`src/dosa_pkg.sv`:
```
// ----------------------------------------------------------------------------
// dosa_pkg
// Shared types, codes and constants of the dual-owner slot allocator.
// ----------------------------------------------------------------------------
package dosa_pkg;

    // field widths of the command and result ports
    localparam int OP_W       = 3;
    localparam int ENT_W      = 11;
    localparam int STAT_W     = 2;
    localparam int SLOT_OUT_W = 10;

    // ownership rows: slots per row of the ownership memory
    localparam int ROW_SLOTS = 32;
    localparam int COL_W     = 5;

    // default sizes
    localparam int POOL_SLOTS_DEF      = 1024;
    localparam int CLIENT_ENTITIES_DEF = 1152;
    localparam int SERVER_ENTITIES_DEF = 1024;

    // operation codes
    localparam logic [OP_W-1:0] OP_CLEAR   = 3'd0;
    localparam logic [OP_W-1:0] OP_CCREATE = 3'd1;
    localparam logic [OP_W-1:0] OP_SCREATE = 3'd2;
    localparam logic [OP_W-1:0] OP_CFREE   = 3'd3;
    localparam logic [OP_W-1:0] OP_SFREE   = 3'd4;
    localparam logic [OP_W-1:0] OP_MIRROR  = 3'd5;
    localparam logic [OP_W-1:0] OP_CGET    = 3'd6;
    localparam logic [OP_W-1:0] OP_SGET    = 3'd7;

    // status codes
    localparam logic [STAT_W-1:0] ST_OK         = 2'd0;
    localparam logic [STAT_W-1:0] ST_BAD_ENTITY = 2'd1;
    localparam logic [STAT_W-1:0] ST_FULL       = 2'd2;

    typedef enum logic [3:0] {
        S_IDLE,
        S_DEC,
        S_TCAP,
        S_TCHK,
        S_FREE_WR,
        S_MSET,
        S_MSET_WR,
        S_SCAN,
        S_FULL,
        S_EMIT,
        S_CLR
    } t_state;

    typedef enum logic [3:0] {
        A_NONE,
        A_LOAD,
        A_CLR,
        A_TRD,
        A_TCAP,
        A_FREE_RD,
        A_FREE_WR,
        A_MSET,
        A_MSET_WR,
        A_SCAN0,
        A_SCAN,
        A_EMIT
    } t_act;

    // controller to datapath
    typedef struct packed {
        t_act              act;
        logic [STAT_W-1:0] st;
    } t_cmd;

    // datapath to controller
    typedef struct packed {
        logic [OP_W-1:0] op;
        logic            bad;
        logic            slot_zero;
        logic            sval_zero;
        logic            found;
        logic            scan_end;
        logic            clr_end;
    } t_dstat;

    // operations that look up the client table as their own
    function automatic logic is_client_op(input logic [OP_W-1:0] op);
        return (op == OP_CCREATE) || (op == OP_CFREE) || (op == OP_CGET);
    endfunction

    // operations whose table and ownership bit are the client's
    function automatic logic uses_client(input logic [OP_W-1:0] op);
        return is_client_op(op) || (op == OP_MIRROR);
    endfunction

endpackage

```
`src/dosa_ctrl.sv`:
```
// ----------------------------------------------------------------------------
// dosa_ctrl
// Sequencer of the allocator: decodes each item and steps the datapath.
// ----------------------------------------------------------------------------
module dosa_ctrl (
    input  logic            i_clk,
    input  logic            i_rst_n,
    input  logic            start,
    output logic            busy,
    input  dosa_pkg::t_dstat i_dstat,
    output dosa_pkg::t_cmd   o_cmd
);

    dosa_pkg::t_state r_state, n_state;
    logic             r_from_op, n_from_op;

    // state register
    always_ff @(posedge i_clk) begin
        if (!i_rst_n) begin
            r_state   <= dosa_pkg::S_CLR;
            r_from_op <= 1'b0;
        end else begin
            r_state   <= n_state;
            r_from_op <= n_from_op;
        end
    end

    assign busy = (r_state != dosa_pkg::S_IDLE);

    // next state and commands
    always_comb begin
        n_state   = r_state;
        n_from_op = r_from_op;
        o_cmd.act = dosa_pkg::A_NONE;
        o_cmd.st  = dosa_pkg::ST_OK;
        unique case (r_state)
            dosa_pkg::S_IDLE: begin
                if (start) begin
                    o_cmd.act = dosa_pkg::A_LOAD;
                    n_state   = dosa_pkg::S_DEC;
                end
            end
            dosa_pkg::S_DEC: begin
                if (i_dstat.bad) begin
                    o_cmd.act = dosa_pkg::A_EMIT;
                    o_cmd.st  = dosa_pkg::ST_BAD_ENTITY;
                    n_state   = dosa_pkg::S_IDLE;
                end else if (i_dstat.op == dosa_pkg::OP_CLEAR) begin
                    n_from_op = 1'b1;
                    n_state   = dosa_pkg::S_CLR;
                end else if (i_dstat.op == dosa_pkg::OP_CCREATE ||
                             i_dstat.op == dosa_pkg::OP_SCREATE) begin
                    o_cmd.act = dosa_pkg::A_SCAN0;
                    n_state   = dosa_pkg::S_SCAN;
                end else begin
                    o_cmd.act = dosa_pkg::A_TRD;
                    n_state   = dosa_pkg::S_TCAP;
                end
            end
            dosa_pkg::S_TCAP: begin
                o_cmd.act = dosa_pkg::A_TCAP;
                n_state   = dosa_pkg::S_TCHK;
            end
            dosa_pkg::S_TCHK: begin
                if (i_dstat.op == dosa_pkg::OP_CGET || i_dstat.op == dosa_pkg::OP_SGET) begin
                    o_cmd.act = dosa_pkg::A_EMIT;
                    n_state   = dosa_pkg::S_IDLE;
                end else if (i_dstat.slot_zero) begin
                    if (i_dstat.op == dosa_pkg::OP_MIRROR) begin
                        n_state = dosa_pkg::S_MSET;
                    end else begin
                        o_cmd.act = dosa_pkg::A_EMIT;
                        n_state   = dosa_pkg::S_IDLE;
                    end
                end else begin
                    o_cmd.act = dosa_pkg::A_FREE_RD;
                    n_state   = dosa_pkg::S_FREE_WR;
                end
            end
            dosa_pkg::S_FREE_WR: begin
                o_cmd.act = dosa_pkg::A_FREE_WR;
                n_state   = (i_dstat.op == dosa_pkg::OP_MIRROR) ? dosa_pkg::S_MSET
                                                               : dosa_pkg::S_EMIT;
            end
            dosa_pkg::S_MSET: begin
                o_cmd.act = dosa_pkg::A_MSET;
                n_state   = i_dstat.sval_zero ? dosa_pkg::S_EMIT : dosa_pkg::S_MSET_WR;
            end
            dosa_pkg::S_MSET_WR: begin
                o_cmd.act = dosa_pkg::A_MSET_WR;
                n_state   = dosa_pkg::S_EMIT;
            end
            dosa_pkg::S_SCAN: begin
                o_cmd.act = dosa_pkg::A_SCAN;
                if (i_dstat.found) begin
                    n_state = dosa_pkg::S_EMIT;
                end else if (i_dstat.scan_end) begin
                    n_state = dosa_pkg::S_FULL;
                end
            end
            dosa_pkg::S_FULL: begin
                o_cmd.act = dosa_pkg::A_EMIT;
                o_cmd.st  = dosa_pkg::ST_FULL;
                n_state   = dosa_pkg::S_IDLE;
            end
            dosa_pkg::S_EMIT: begin
                o_cmd.act = dosa_pkg::A_EMIT;
                n_state   = dosa_pkg::S_IDLE;
            end
            dosa_pkg::S_CLR: begin
                o_cmd.act = dosa_pkg::A_CLR;
                if (i_dstat.clr_end) begin
                    n_from_op = 1'b0;
                    n_state   = r_from_op ? dosa_pkg::S_EMIT : dosa_pkg::S_IDLE;
                end
            end
            default: begin
                n_state = dosa_pkg::S_IDLE;
            end
        endcase
    end

    // an accepted item is always decoded next
    a_load_dec: assert property (@(posedge i_clk) disable iff (!i_rst_n)
        (o_cmd.act == dosa_pkg::A_LOAD) |=> (r_state == dosa_pkg::S_DEC))
        else $error("load not followed by decode");

    // an exhausted scan reports a full pool
    a_scan_full: assert property (@(posedge i_clk) disable iff (!i_rst_n)
        (r_state == dosa_pkg::S_SCAN && i_dstat.scan_end && !i_dstat.found)
        |=> (r_state == dosa_pkg::S_FULL))
        else $error("exhausted scan not reported as full");

    // the clearing sweep runs to its end
    a_clr_hold: assert property (@(posedge i_clk) disable iff (!i_rst_n)
        (r_state == dosa_pkg::S_CLR && !i_dstat.clr_end) |=> (r_state == dosa_pkg::S_CLR))
        else $error("clearing sweep cut short");

endmodule

```
`config.mk`:
```
export PLATFORM = sky130hd
export DESIGN_NAME = dosa_ctrl
export DESIGN_NICKNAME = d
export VERILOG_FILES = /design/src/dosa_pkg.sv /design/src/dosa_ctrl.sv
export SDC_FILE = /design/constraint.sdc
export NUM_CORES = 1
export LEC_CHECK = 0
export BUFFER_PORTS_ARGS = -buffer_cell sky130_fd_sc_hd__buf_4
export CAP_MARGIN = 10
export CELL_PAD_IN_SITES_DETAIL_PLACEMENT = 1
export CELL_PAD_IN_SITES_GLOBAL_PLACEMENT = 1
export CORE_MARGIN = 2
export CORE_UTILIZATION = 37
export CTS_BUF_LIST = sky130_fd_sc_hd__clkbuf_4 sky130_fd_sc_hd__clkbuf_8 sky130_fd_sc_hd__clkbuf_16
export DETAILED_ROUTE_END_ITERATION = 7
export GPL_ROUTABILITY_DRIVEN = 0
export PLACE_DENSITY_LB_ADDON = 0.3
export REMOVE_ABC_BUFFERS = 1
export SETUP_SLACK_MARGIN = 0.5
export SKIP_LAST_GASP = 1
export SLEW_MARGIN = 25
export SYNTH_ARGS = -nofsm -noshare
export SYNTH_HDL_FRONTEND = slang
export SYNTH_SLANG_ARGS = --single-unit
```
`constraint.sdc`:
```
create_clock -name i_clk -period 3.6 [get_ports i_clk]
set_input_delay 0.36 -clock i_clk [delete_from_list [all_inputs] [get_ports i_clk]]
set_output_delay 0.36 -clock i_clk [all_outputs]
set_load 0.01 [all_outputs]
```
==> reports/summary.txt <==
clock input transition at the sequential cells of the worst setup and hold paths: 0.04 ns
sequential area share after synthesis: 14.9%
Util after Layout: 48.3%
worst-margin pin slew: 0.775 ns
wire per inst: 15.7 um
Max Transition Viols Final: 0
clock period minus worst slack: 2.32 ns
worst r2r dst: r_state[1]
xor/xnor cell area share of the yosys netlist: 1.30%
Worst Setup EP: o_cmd[2]
Min Hold Slack: 0.393 ns
R2R cell count: 3
Num CTS Buffers: 3
crit path max fanout: 20
Seq cells post-synth: 5
post-route setup slack: 1.28 ns
Post-synth EDFFs: 0
post-CTS setup buffers: 0
Startpoint Class: register
Synth Area in Adders: 0%
H-tree lvl count: 1
Chip Width: 46.6 um
core area: 1710 um2
WL final: 2.14 mm
Highest Clock Rate: 0.431 GHz
pre-CTS setup slack: 1.54 ns
Worst slew margin: 48.3%
largest family of logic cells by synthesized area: simple AND/OR/NAND/NOR gates
final HPWL from detailed placement: 1.38 mm
via count: 795
antenna-violating nets left: 0
CTS tree: done
mux share of post-synthesis cell area: 0%
Worst setup EP type: output pin
initial drt markers: 18
Synth Area in Simple Gates: 46.0%
diodes inserted: 0
Initial Utilization: 39.3%
largest net degree at the start of global routing: 26
hold crit path type: in2reg
die area: 2170 um2
synth unique cells: 38
Worst IR Drop VDD: 105 uV
skew final: 0.00207 ns
worst reg2reg startpoint: r_state[1]
Die Y: 46.6 um
Leak Pwr: 0.000328 uW
top_reg_cell synth: dfxtp_1
total gr overflow: 0
Syn Area/Cell: 6.93 um2
CTS root buf: clkbuf_4
first-pass GRT wire length: 3.42 mm
critical path arrival: 1.96 ns
DRC: 0
worst path required time: 3.24 ns
Async SR Flop Fraction: 0%
final-layout fill cell count: 239
initial antenna violation count: 0
area growth from synthesis to layout: 22.7%
Yosys warning count: 0
Pre-antenna DRT Iters: 4
Port Buffers: 18
final setup TNS: 0 ns
Reg2Reg Setup Slack: 1.72 ns
post-synthesis cell area: 672 um2
Setup Viol. Count Final: 0
RSZ-0062 raised after global routing: no
Cells after Synth: 97
GR Util All Layers: 21.8%
hold buffer count at CTS: 0
CTS Buffer Depth: 2
Vias/cell: 5.85
outcome: complete, no violations
row count: 15
post-cts resize count: 0
Ports: 19
number of global-route vias before repair: 705
Crit Path Class: reg2out
CP startpoint: r_state[2]
max-capacitance violation count: 0
Nets: 124
Clk Latency, worst-skew pair: 0.25 ns
Final Hold Viols: 0
CTS sink cnt: 5
Synth Area in Compound Gates: 30.2%
share of post-route cells with drive strength above 1: 23.4%
Tcrit/Tclk final: 64.5%
PwrDens: 284 nW/um2
-- layout make-up --
type | count | area, um2 | area share (%)
tap | 25 | 31.3 | 3.79
inverter | 2 | 7.51 | 0.910
multi-input combinational | 82 | 520 | 63.1
sequential | 5 | 100 | 12.1
timing repair buffer | 18 | 135 | 16.4
clock buffer | 4 | 30.0 | 3.64
-- through the flow --
stage	std cells	cell area, um2	power [uW]
3_3_place_gp	132	795	155
4_1_cts	136	825	234
2_1_floorplan	89	628	119
5_1_grt	136	825	248
6_report	136	825	234
3_5_place_dp	132	795	158
-- critical path, stage by stage (launching register included) --
cell and delay, ns:
dfxtp_1 0.76, inv_1 0.25, a31oi_1 0.22, nor2_1 0.05
o31ai_1 0.26, buf_4 0.17
-- Yosys cell counts, drive strengths merged (2+ instances only) --
library cell	instances	area share [%]
nand4	3	2.8
a211oi	3	4.1
nand2b	2	1.9
buf	6	5.4
a21oi	9	6.7
nor2	12	6.7
a21o	2	2.2
clkbuf	2	1.1
nor2b	4	3.7
nand2	11	6.1
dfxtp	5	15
nand3	2	1.5
inv	2	1.1
nand3b	3	3.4
nor4	4	6.0
and3	3	2.8
o31ai	2	2.2
a31oi	3	2.8
or3b	3	3.9
-- cell families (layout without fill, tap and decap cells) --
logic type / count (synthesis) / after routing
flip-flops: 5 / 5
XOR/XNOR: 1 / 1
buffers and inverters: 10 / 24
AND/OR/NAND/NOR: 52 / 52
AO/OA/AOI/OAI: 29 / 29
-- flip-flops by register name, summed over array words and instances (netlist names) --
signal / flops
r_from_op: 1
r_state: 4
-- where the power goes --
group	switching [uW]	total (uW)	internal, uW
Combinational	39.6	81.1	41.5
Sequential	18.7	77.5	58.9
Clock	26.0	75.7	49.6
-- per-layer routing --
layer	global-route usage (%)	share of wire (%)	routed length [um]	up-vias
met4	5.00	1.6	34	0
li1	-	-	-	392
met3	4.31	3.5	74	4
met2	35.0	48	1030	22
met1	29.7	47	1000	377
met5	0	0	0	-
-- placed cells by master (no fill, tap or decap), drive strengths merged --
| cell type | synthesis | routed |
|---|---|---|
| a211oi | 3 | 3 |
| inv | 2 | 2 |
| nand4 | 3 | 3 |
| a21boi | 1 | 1 |
| or3b | 3 | 3 |
| xnor2 | 1 | 1 |
| nand2 | 11 | 11 |
| o21bai | 1 | 1 |
| or4b | 1 | 1 |
| o32ai | 1 | 1 |
| nor3b | 1 | 1 |
| and3 | 3 | 3 |
| nor4bb | 1 | 1 |
| a31oi | 3 | 3 |
| nand3b | 3 | 3 |
| nor2 | 12 | 12 |
| nor4 | 4 | 4 |
| dfxtp | 5 | 5 |
| a2111oi | 1 | 1 |
| a21o | 2 | 2 |
| nor2b | 4 | 4 |
| a21bo | 1 | 1 |
| and3b | 1 | 1 |
| buf | 6 | 18 |
| o31ai | 2 | 2 |
| clkbuf | 2 | 4 |
| a31o | 1 | 1 |
| o21ai | 1 | 1 |
| o211ai | 1 | 1 |
| o31a | 1 | 1 |
| o311ai | 1 | 1 |
| nand2b | 2 | 2 |
| a21oi | 9 | 9 |
| nor4b | 1 | 1 |
| nand3 | 2 | 2 |
-- worst min path at each step --
stage,start,cells past startpoint,to
after CTS,i_rst_n,3,r_state[0]
after detailed placement,r_from_op,2,r_from_op
after floorplan,r_from_op,2,r_from_op
after global routing,i_rst_n,3,r_state[0]
final,i_rst_n,3,r_state[0]
after global placement,r_from_op,2,r_from_op
Note: power is estimated with default switching activity, not from simulation.
